`src/sv/tbmf_pkg.sv`:
```
// Package for the trailing box mean filter.
// It holds the shared sizes, the register indexes, the state type and the
// write bundle for the memories. It depends on nothing.
package tbmf_pkg;

    localparam int MAX_WIDTH   = 1024;
    localparam int MAX_WINDOW  = 16;
    localparam int MAX_HEIGHT  = 1024;
    localparam int COL_W       = $clog2(MAX_WIDTH);
    localparam int SLOT_W      = $clog2(MAX_WINDOW);
    localparam int ROW_ADDR_W  = SLOT_W + COL_W;
    localparam int PIX_W       = 8;
    localparam int CSUM_W      = 12;
    localparam int WSUM_W      = 16;
    localparam int CNT_W       = 9;
    localparam int CFG_W       = 11;
    localparam int WIN_W       = 5;

    localparam logic [1:0] REG_WIDTH  = 2'd0;
    localparam logic [1:0] REG_HEIGHT = 2'd1;
    localparam logic [1:0] REG_WINDOW = 2'd2;

    typedef enum logic [1:0] {
        ST_IDLE,
        ST_UPDATE,
        ST_DIVIDE
    } state_t;

    // Write side of the line stores.
    typedef struct packed {
        logic                  col_we;
        logic [COL_W-1:0]      col_addr;
        logic [CSUM_W-1:0]     col_data;
        logic                  row_we;
        logic [ROW_ADDR_W-1:0] row_addr;
        logic [PIX_W-1:0]      row_data;
    } store_wr_t;

endpackage

```
`src/sv/tbmf_div.sv`:
```
// Iterative divider for the window mean, one quotient bit per cycle.
// It depends on tbmf_pkg for the sum and count widths.
module tbmf_div (
    input  logic                          aclk,
    input  logic                          aresetn,
    input  logic                          start,
    input  logic [tbmf_pkg::WSUM_W-1:0]   dividend,
    input  logic [tbmf_pkg::CNT_W-1:0]    divisor,
    output logic                          done,
    output logic [tbmf_pkg::PIX_W-1:0]    quotient
);

    logic [tbmf_pkg::CNT_W-1:0] rem_reg, rem_next;
    logic [tbmf_pkg::CNT_W-1:0] dsr_reg, dsr_next;
    logic [tbmf_pkg::PIX_W-1:0] low_reg, low_next;
    logic [tbmf_pkg::PIX_W-1:0] q_reg, q_next;
    logic [3:0]                 cnt_reg, cnt_next;
    logic                       busy_reg, busy_next;
    logic                       done_reg, done_next;
    logic [tbmf_pkg::CNT_W:0]   trial;
    logic [tbmf_pkg::WSUM_W:0]  limit;

    // Control registers.
    always_ff @(posedge aclk) begin
        if (!aresetn) begin
            busy_reg <= 1'b0;
            done_reg <= 1'b0;
            cnt_reg  <= 4'd0;
        end else begin
            busy_reg <= busy_next;
            done_reg <= done_next;
            cnt_reg  <= cnt_next;
        end
    end

    // Datapath registers.
    always_ff @(posedge aclk) begin
        rem_reg <= rem_next;
        dsr_reg <= dsr_next;
        low_reg <= low_next;
        q_reg   <= q_next;
    end

    // A zero divisor gives zero and a quotient of 256 or more saturates; otherwise eight restoring steps.
    always_comb begin
        rem_next  = rem_reg;
        dsr_next  = dsr_reg;
        low_next  = low_reg;
        q_next    = q_reg;
        cnt_next  = cnt_reg;
        busy_next = busy_reg;
        done_next = done_reg;
        limit     = {divisor, 8'd0};
        trial     = {rem_reg, low_reg[tbmf_pkg::PIX_W-1]};
        if (start) begin
            done_next = 1'b0;
            busy_next = 1'b0;
            if (divisor == '0) begin
                q_next    = '0;
                done_next = 1'b1;
            end else if ({1'b0, dividend} >= limit) begin
                q_next    = '1;
                done_next = 1'b1;
            end else begin
                rem_next  = {1'b0, dividend[15:8]};
                low_next  = dividend[7:0];
                dsr_next  = divisor;
                q_next    = '0;
                cnt_next  = 4'd8;
                busy_next = 1'b1;
            end
        end else if (busy_reg) begin
            if (trial >= {1'b0, dsr_reg}) begin
                rem_next = tbmf_pkg::CNT_W'(trial - {1'b0, dsr_reg});
                q_next   = {q_reg[6:0], 1'b1};
            end else begin
                rem_next = trial[tbmf_pkg::CNT_W-1:0];
                q_next   = {q_reg[6:0], 1'b0};
            end
            low_next = {low_reg[6:0], 1'b0};
            cnt_next = cnt_reg - 4'd1;
            if (cnt_reg == 4'd1) begin
                busy_next = 1'b0;
                done_next = 1'b1;
            end
        end
    end

    assign done     = done_reg;
    assign quotient = q_reg;

endmodule

```
`config.mk`:
```
export PLATFORM = sky130hd
export DESIGN_NAME = tbmf_div
export DESIGN_NICKNAME = d
export VERILOG_FILES = /design/src/sv/tbmf_pkg.sv /design/src/sv/tbmf_div.sv
export SDC_FILE = /design/constraint.sdc
export NUM_CORES = 1
export LEC_CHECK = 0
export ABC_CLOCK_PERIOD_IN_PS = 4710
export BUFFER_PORTS_ARGS = -buffer_cell sky130_fd_sc_hd__buf_2
export CORE_UTILIZATION = 63
export CTS_BUF_LIST = sky130_fd_sc_hd__clkbuf_8
export CTS_CLUSTER_DIAMETER = 150
export DETAILED_ROUTE_END_ITERATION = 8
export PLACE_DENSITY = 0.86
export RECOVER_POWER = 100
export SLEW_MARGIN = 20
export SYNTH_ARGS = -nofsm -noshare
export SYNTH_HDL_FRONTEND = slang
export SYNTH_SLANG_ARGS = --single-unit
```
`constraint.sdc`:
```
create_clock -name aclk -period 4.71 [get_ports aclk]
set_input_delay 0 -clock aclk [delete_from_list [all_inputs] [get_ports aclk]]
set_output_delay 0 -clock aclk [all_outputs]
set_load 0.005 [all_outputs]
```
# Word-level counts from Yosys, hierarchy flattened
# Index checks and enable logic that the tools add are counted.
[word_totals]
ff_bits = 40
inputBits = 28
output_inout_bits = 9
[classes]
add_sub_neg = 2
magnitude_cmp = 2
eq_ne = 3
muxes = 28
bitwise = 2
reduce_logical = 6
[op_table]
columns = ["operator", "n"]
rows = [
  ["$mux 8", 8],
  ["$mux 9", 5],
  ["$ge 16x17->1", 1],
  ["$mux 4", 4],
  ["$mux 1", 11],
  ["$ge 10x9->1", 1],
  ["$logic_not 9->1", 1],
  ["$sub 9x9->9", 1],
  ["$reduce_and 3->1", 2],
  ["$eq 4x1->1 const B", 1],
  ["$ne 2x2->1 const B", 2],
  ["$reduce_bool 2->1", 2],
  ["$sub 4x1->4 const B", 1],
  ["$not 1->1", 2],
  ["$reduce_and 2->1", 1],
]

# Logic depth before layout (Yosys ltp)
# Gate-level depths: netlist of the first run.
[logic_depth]
depth_word = 4
mapped_depth = 11
ltp_nobuf = 10

# Worst setup path after synthesis of the first run
# OpenSTA, ideal clock, no wires.
[synth_timing]
path_kind = "input to register"
start = "input port divisor[1] (netlist name)"
end = "register low_reg[0] (netlist name) (enable)"
setup_ns = 0.379
arrival_time_ns = 2.206
required_ns = 4.331
setup_slack_ns = 2.125
stages = 7
n_path_buf = 0
path_cell_list = "inv_1 ha_1 nor2b_1 o31ai_1 a21oi_1 nor3_1 nand2b_1"
[synth_via]
elab_chain_cells = 3
elab_cells_between_ends = 5
[synth_lines]
columns = ["item", "line_no", "text"]
rows = [
  ["start: declaration", "tbmf_div.sv:8", "input logic [tbmf_pkg::CNT_W-1:0] divisor,"],
  ["$ge 16x17->1 or $logic_not 9->1 (tied branches)", "tbmf_div.sv:61, tbmf_div.sv:58", ""],
  ["$ne 2x2->1 (no line)", "--", ""],
  ["$reduce_and 3->1 (no line) *", "--", ""],
  ["end signal: assignment", "tbmf_div.sv:40", "low_reg <= low_next;"],
  ["end: declaration", "tbmf_div.sv:15", "logic [tbmf_pkg::PIX_W-1:0] low_reg, low_next;"],
]
# Every way passes the cells marked *; elsewhere a longest branch is shown, timed or not.
# A chain may end at the register's enable or synchronous reset.

# Worst setup path after layout of the first run
[layout_timing]
start = "register low_reg[7] (netlist name)"
end = "register rem_reg[6] (netlist name) (data pin)"
[layout_via]
elab_chain_cells = 4
elab_cells_between_ends = 5
[layout_lines]
columns = ["item", "line_no", "text"]
rows = [
  ["$sub 9x9->9 or $ge 10x9->1 (tied branches)", "tbmf_div.sv:74, tbmf_div.sv:73", ""],
  ["$mux 9 *", "tbmf_div.sv:73", "if (trial >= {1'b0, dsr_reg}) begin"],
  ["$mux 9 *", "tbmf_div.sv:72", "end else if (busy_reg) begin"],
  ["$mux 9 *", "tbmf_div.sv:55", "if (start) begin"],
  ["via rem_next, one bit", "tbmf_div.sv:13", "logic [tbmf_pkg::CNT_W-1:0] rem_reg, rem_next;"],
  ["end signal: assignment", "tbmf_div.sv:38", "rem_reg <= rem_next;"],
  ["end: declaration", "tbmf_div.sv:13", ""],
]
# Mark *: on every way through the listed nets, which the timed path passes. The rest lies on a longest branch. The select of a mux whose other input is x is not followed.

==> results of run 1 <==
cell type report:
type	instances	area, µm²
clock inverter	3	37.5
tap	48	60.1
inverter	30	113
fill	257	891
sequential	40	1140
timing repair buffer	47	272
clock buffer	5	68.8
multi-input combinational	140	1080
metal layers:
layer | global-route usage (%) | routed length (µm) | up-vias
li1 | - | - | 889
met1 | 34.7 | 2090 | 868
met2 | 45.9 | 2550 | 41
met3 | 5.98 | 201 | 6
met4 | 8.81 | 65 | 0
met5 | 0 | 0 | -
worst min-delay path by stage:
stage	startpoint	end	slack (ns)	cells after the start
floorplan	divisor[0]	dsr_reg[0]$_DFFE_PP_	0.1	0
global placement	divisor[2]	dsr_reg[2]$_DFFE_PP_	0.19	1
detailed placement	divisor[2]	dsr_reg[2]$_DFFE_PP_	0.20	1
CTS	dividend[0]	low_reg[0]$_SDFFCE_PN0P_	0.001	2
global route	dividend[0]	low_reg[0]$_SDFFCE_PN0P_	0.01	2
finish	dividend[0]	low_reg[0]$_SDFFCE_PN0P_	0.01	2
through the flow:
step | total power [µW] | hold slack, ns | utilization (%) | area [µm²] | std cells
5_1_grt | 1110 | 0.0132 | 75.7 | 2770 | 313
3_3_place_gp | 769 | 0.195 | 71.0 | 2600 | 295
6_report | 1040 | 0.0109 | 75.7 | 2770 | 313
3_5_place_dp | 779 | 0.195 | 71.0 | 2600 | 295
2_1_floorplan | 703 | 0.0989 | - | 2390 | 216
4_1_cts | 1060 | 0.00116 | 76.6 | 2810 | 313
placed cells by master, fill, tap and decap left out, drive strengths merged, types with 4 or more instances in the layout:
cell          n
edfxtp       34
inv          30
buf          25
ha           19
clkbuf       17
o21ai        15
nand2        11
mux2         10
dlygate4sd3  10
nor2          7
a21oi         7
dfxtp         6
nand3         5
nor3          5
nand2b        5
nor2b         4
nand3b        4
mux2i         4
xnor2         4
power by group through the flow:
stage	registers (µW)	clock network (µW)	logic, µW
CTS	466	276	315
detailed placement	473	0	306
floorplan	468	0	236
global placement	471	0	298
global route	471	290	343
finish	466	271	308
worst max-delay path, delay by kind of cell, from the launching register on:
kind            cells  cell delay, ns
simple gates        2            0.86
buf+inv             2            0.14
mux                 2            0.67
compound gates      2            0.40
fa+ha+maj           2            0.57
flops               1            0.36
cells by family (layout without fill, tap and decap cells):
| group | Yosys count | in the layout | synth area share (%) |
|---|---|---|---|
| AO/OA/AOI/OAI | 46 | 46 | 13.3 |
| adder cells (fa/ha/maj) | 20 | 20 | 10.8 |
| AND/OR/NAND/NOR | 55 | 55 | 13.5 |
| flip-flops | 40 | 40 | 47.8 |
| buffers and inverters | 36 | 85 | 6.29 |
| XOR/XNOR | 5 | 5 | 1.83 |
| multiplexers | 14 | 14 | 6.55 |
==> impl_results.md, run 1 <==
* Status: finished with violations
* Failing checks: max-capacitance violations, max-slew violations
* Reg clk slew, reported paths at 0.08 ns
* Slew margin rel. at -11.7%
* Kind of end point of the critical path: flip-flop
* Most frequent cell after synthesis: edfxtp_1
* Final worst path period share at 68.9%
* Clock insertion delay at the later pin of the skew report at 0.30 ns
* Drt first pass iters at 4
* Initial antenna violation count at 0
* Largest net degree at the start of global routing at 42
* Fin Clk Skew at 0.00828 ns
* Top-Level Pins at 37
* CTS tree: done
* Full die area at 4040 µm²
* Syn Area/Cell at 11.1 µm²
* Post-CTS setup buffers at 0
* Final Slew Violations at 42
* Most frequent cells after synthesis: 34 x edfxtp_1, 30 x inv_1, 19 x ha_1, 13 x o21ai_0, 11 x nand2_1
* First-iteration detailed-routing DRC count at 135
* HPWL Detailed at 3390 µm
* First-pass GRT wire length at 8250 µm
* Number of global-route vias before repair at 1759
* # DRC at 0
* Vias per cell at 5.76
* Gr ovfl total at 0
* Post-synth EDFFs at 34
* Root Driver: clkbuf_8
* Routed Antenna Nets at 0
* Synth unique cells at 53
* P_leak at 0.00116 µW
* Seq cells post-synth at 40
* GRT Overall Usage at 27.3%
* Cell row count at 22
* GP Congestion at 0.816
* PortBufs at 36
* Clock group share of total power at 25.9%
* Layout cell share with drive strength beyond 1 at 18.1%
* CP max FO at 13
* Hold-fix buffers at CTS at 10
* Sequential Power Share at 44.6%
* Int Power at 737 µW
* Final Hold Viols at 0
* Crit path from: low_reg[7]$_DFFE_PP_
* Min cycle time layout at 3.24 ns
* Main area contributors after synthesis: edfxtp_1 43%, ha_1 10%, dfxtp_1 5.0%
* Critical path type: reg -> reg
* Worst EP arrival at 3.30 ns
* H-tree levels at 2
* Clock Path Buffers at 2
* Max-Cap Viols at 1
* Vias at 1804
* Crit-path cells: inv_1 > ha_1 > inv_1 > fa_1 > nand3_1 > a21oi_1 > o31a_1 > nor2_1 > mux2_2 > mux2_2
* Synth Flop Type: edfxtp_1
* Inserted Clock Buffers at 5
* NetSw at 308 µW
* Critical Path Start Type: flip-flop
* Setup_tns at 0 ns
* Reg-to-reg slack, setup at 1.47 ns
* Post-synthesis cell count at 216
* Gate power share at 29.5%
* Nets at 312
* VDD IR-drop max at 0.262 mV
* Post-cts resize count at 0
* Max stage delay on crit path at 0.74 ns
* Area share of the largest cell type after synthesis at 42.7%
* Core ar. at 3660 µm²
* Worst hold path class: in -> reg
* Max Clock Freq at 308 MHz
* WP data required at 4.77 ns
* Final Routed Wirelength at 4900 µm
* Cell taking the most area after synthesis: edfxtp_1
* CP max-delay cell: nor2_1
* Reg2reg end: rem_reg[6]$_DFFE_PP_
* Wire per inst at 15.7 µm
* Area growth, synth to finish at 16.0%
* Ys Warns at 0
* Worst R2R Path Depth at 10
* Sink Count at 40
* Unrepaired setup endpoints after global routing: false
* Die height at 63.6 µm
* Pwr Density at 377 nW/µm²
* Worst r2r src: low_reg[7]$_DFFE_PP_
* Worst Setup EP: rem_reg[6]$_DFFE_PP_
* Starting Density at 65.2%
* Syn_nets at 264
* Switch share at 29.5%
* Chip width at 63.6 µm
* Post-synth design cell area at 2390 µm²
* Sequential fraction of the synthesis area at 47.8%
* Dpl ws at 1.99 ns
* Final setup fails at 0
* Post-synth ARST share at 0%
* Antenna diode count at 0
* Setup slack after layout at 1.47 ns
* Actual slew at the worst max-slew pin at 1.68 ns
Note: power is estimated with default switching activity, not from simulation.
==> inputs of run 2 (changes only) <==
--- a/config.mk
+++ b/config.mk
@@ -5,13 +5,14 @@
 export SDC_FILE = /design/constraint.sdc
 export NUM_CORES = 1
 export LEC_CHECK = 0
-export ABC_CLOCK_PERIOD_IN_PS = 4710
+export ABC_AREA = 1
+export ABC_CLOCK_PERIOD_IN_PS = 3300
 export BUFFER_PORTS_ARGS = -buffer_cell sky130_fd_sc_hd__buf_2
-export CORE_UTILIZATION = 63
+export CORE_UTILIZATION = 59
 export CTS_BUF_LIST = sky130_fd_sc_hd__clkbuf_8
 export CTS_CLUSTER_DIAMETER = 150
 export DETAILED_ROUTE_END_ITERATION = 8
-export PLACE_DENSITY = 0.86
+export PLACE_DENSITY = 0.81
 export RECOVER_POWER = 100
 export SLEW_MARGIN = 20
 export SYNTH_ARGS = -nofsm -noshare
==> constraint.sdc (replaced) <==
create_clock -name aclk -period 3.3 [get_ports aclk]
set_input_delay 0 -clock aclk [delete_from_list [all_inputs] [get_ports aclk]]
set_output_delay 0 -clock aclk [all_outputs]
set_load 0.005 [all_outputs]
==> impl_results.md, run 2 <==
* Gr ovfl total at 0 (unchanged)
* Final Hold Viols at 0 (unchanged)
* Starting Density at 62.1% (was 65.2%)
* Initial antenna violation count at 0 (unchanged)
* Chip width at 67.4 µm (was 63.6 µm)
* Actual slew at the worst max-slew pin at 0.872 ns (was 1.68 ns)
* Sequential fraction of the synthesis area at 45.3% (was 47.8%)
* Most frequent cell after synthesis: nand2_1 (was edfxtp_1)
* PortBufs at 36 (unchanged)
* HPWL Detailed at 3890 µm (was 3390 µm)
* Critical Path Start Type: input pin (was flip-flop)
* Fillcell total at 280 (was 257)
* Worst Setup EP: low_reg[6]$_DFFE_PP_ (was rem_reg[6]$_DFFE_PP_)
* Post-synth EDFFs at 34 (unchanged)
* GP Congestion at 0.838 (was 0.816)
* Layout cell share with drive strength beyond 1 at 8.86% (was 18.1%)
* CP max FO at 29 (was 13)
* Fin Clk Skew at 0.00897 ns (was 0.00828 ns)
* Die height at 67.4 µm (was 63.6 µm)
* Top-Level Pins at 37 (unchanged)
* Most frequent cells after synthesis: 97 x nand2_1, 43 x inv_1, 34 x edfxtp_1, 32 x nand3_1, 24 x nor2_1 (was 34 x edfxtp_1, 30 x inv_1, 19 x ha_1, 13 x o21ai_0, 11 x nand2_1)
* Worst R2R Path Depth at 13 (was 10)
* Status: finished, final reports clean (was finished with violations)
* Max-Cap Viols at 0 (was 1)
* Critical path type: in -> reg (was reg -> reg)
* First-pass GRT wire length at 9010 µm (was 8250 µm)
* Switch share at 32.8% (was 29.5%)
* VDD IR-drop max at 0.327 mV (was 0.262 mV)
* Core ar. at 4060 µm² (was 3660 µm²)
* Root Driver: clkbuf_8 (unchanged)
* Cell taking the most area after synthesis: edfxtp_1 (unchanged)
* Synth Flop Type: edfxtp_1 (unchanged)
* Slew margin rel. at 41.8% (was -11.7%)
* Wire per inst at 13.4 µm (was 15.7 µm)
* Max Clock Freq at 376 MHz
* WP data required at 3.24 ns (was 4.77 ns)
* Clock insertion delay at the later pin of the skew report at 0.30 ns (about the same)
* Worst r2r src: low_reg[7]$_DFFE_PP_ (unchanged)
* P_leak at 0.00145 µW (was 0.00116 µW)
* Inserted Clock Buffers at 5 (unchanged)
* Antenna diode count at 0 (unchanged)
* Routed Antenna Nets at 0 (unchanged)
* Seq cells post-synth at 40 (unchanged)
* Most common cell after layout, fill and taps aside: nand2_1 (was edfxtp_1)
* Full die area at 4540 µm² (was 4040 µm²)
* Final worst path period share at 80.5%
* Post-synth ARST share at 0% (unchanged)
* Gate power share at 30.3% (was 29.5%)
* Syn Area/Cell at 8.26 µm² (was 11.1 µm²)
* Reg2reg end: rem_reg[7]$_DFFE_PP_ (was rem_reg[6]$_DFFE_PP_)
* Vias at 2152 (was 1804)
* Synth unique cells at 28 (was 53)
* Ys Warns at 0 (unchanged)
* Final Routed Wirelength at 5500 µm (was 4900 µm)
* NetSw at 509 µW (was 308 µW)
* Sink Count at 40 (unchanged)
* Min cycle time layout at 2.66 ns
* Main area contributors after synthesis: edfxtp_1 41%, nand2_1 14%, ha_1 9.4% (was edfxtp_1 43%, ha_1 10%, dfxtp_1 5.0%)
* Area share of the largest cell type after synthesis at 40.5% (was 42.7%)
* Multi-input gate area at 1150 µm² (was 1080 µm²)
* # DRC at 0 (unchanged)
* Clock Path Buffers at 2 (unchanged)
* Worst hold path class: in -> reg (unchanged)
* GRT Overall Usage at 27.6% (was 27.3%)
* Clock group share of total power at 26.8% (was 25.9%)
* Kind of end point of the critical path: flip-flop (unchanged)
* Unrepaired setup endpoints after global routing: false (unchanged)
* Reg clk slew, reported paths at 0.08 ns (about the same)
* Number of global-route vias before repair at 1940 (was 1759)
* Area growth, synth to finish at 17.8% (was 16.0%)
* Most frequent cells in the layout: 99 x nand2_1, 43 x inv_1, 34 x edfxtp_1, 32 x nand3_1, 24 x nor2_1 (was 34 x edfxtp_1, 30 x inv_1, 25 x buf_2, 19 x ha_1, 15 x o21ai_0)
* Reg-to-reg slack, setup at 0.69 ns (was 1.47 ns)
* Vias per cell at 5.24 (was 5.76)
* H-tree levels at 2 (unchanged)
* Largest net degree at the start of global routing at 30 (was 42)
* Final Slew Violations at 0 (was 42)
* Pwr Density at 522 nW/µm² (was 377 nW/µm²)
* Post-synthesis cell count at 305 (was 216)
* Cell row count at 23 (was 22)
* Post-synth design cell area at 2520 µm² (was 2390 µm²)
* Drt first pass iters at 5 (was 4)
* Setup_tns at 0 ns (unchanged)
* Final setup fails at 0 (unchanged)
* Hold Slack at 0.00804 ns (was 0.0109 ns)
* First-iteration detailed-routing DRC count at 296 (was 135)
* Syn_nets at 353 (was 264)
* Sequential Power Share at 42.8% (was 44.6%)
* Crit path from: start (was low_reg[7]$_DFFE_PP_)
* CTS tree: done (unchanged)
* Register area at 1140 µm² (unchanged)
* Worst EP arrival at 2.59 ns (was 3.30 ns)
* Int Power at 1040 µW (was 737 µW)
* Nets at 408 (was 312)
==> run 2: cell families (layout without fill, tap and decap cells) <==
family	Yosys count	count (layout)	share of synthesized area, %
DFF	40	40	45.3
and+or+nand+nor	173	173	30.8
adders and majority gates	20	20	10.2
buffers and inverters	49	105	7.89
xor gates and xnor gates	5	5	1.74
AOI/OAI and AO/OA	18	18	4.07
==> run 2: worst max-delay path, stage by stage <==
cell and delay [ns]:
clkbuf_1 0.63, inv_1 0.65, nor2_1 0.29, nand4_1 0.34
nand2_1 0.67
==> run 2: power groups by stage <==
stage | sequential [µW] | clock, µW | combinational, µW
global route | 671 | 441 | 535
global placement | 673 | 0 | 449
CTS | 663 | 418 | 483
detailed placement | 674 | 0 | 462
finish | 664 | 416 | 470
floorplan | 666 | 0 | 350
==> run 2: metrics by stage <==
stage          power [µW]  cells  instance area [µm²]  setup WS (ns)  util (%)
2_1_floorplan        1020    305                 2520           1.38         -
3_3_place_gp         1120    385                 2730           1.06      67.2
3_5_place_dp         1140    385                 2730          0.995      67.2
4_1_cts              1560    411                 3020          0.971      74.5
5_1_grt              1650    411                 2970          0.379      73.2
6_report             1550    411                 2970          0.642      73.2
==> run 2: cell type report <==
cell class	count	share of cell area (%)
clock buffer	5	2.32
clock inverter	3	1.60
inverter	43	5.44
timing repair buffer	54	11.4
multi-input combinational	216	38.7
sequential	40	38.4
tap	50	2.11
==> run 2: worst min path at each step <==
stage	cells after the start	startpoint	to	slack, ns
after floorplan	0	divisor[0]	dsr_reg[0]$_DFFE_PP_	0.1
after global placement	1	divisor[1]	dsr_reg[1]$_DFFE_PP_	0.19
after detailed placement	1	divisor[1]	dsr_reg[1]$_DFFE_PP_	0.20
after CTS	3	dividend[12]	rem_reg[4]$_DFFE_PP_	0.006
after global routing	3	dividend[12]	rem_reg[4]$_DFFE_PP_	0.01
final	3	dividend[12]	rem_reg[4]$_DFFE_PP_	0.008
==> run 2: repair_timing <==
action,CTS,global route
setup buffers,0,0
hold endpoints to repair,20,0
hold buffers,18,0
gates resized for setup,0,0
==> run 2: metal layers <==
| layer | track usage [%] | wire, µm | up-vias |
|---|---|---|---|
| met5 | 0 | 0 | - |
| met4 | 10.9 | 88 | 0 |
| met3 | 4.90 | 345 | 7 |
| met2 | 43.4 | 2660 | 72 |
| met1 | 37.6 | 2400 | 978 |
| li1 | - | - | 1095 |
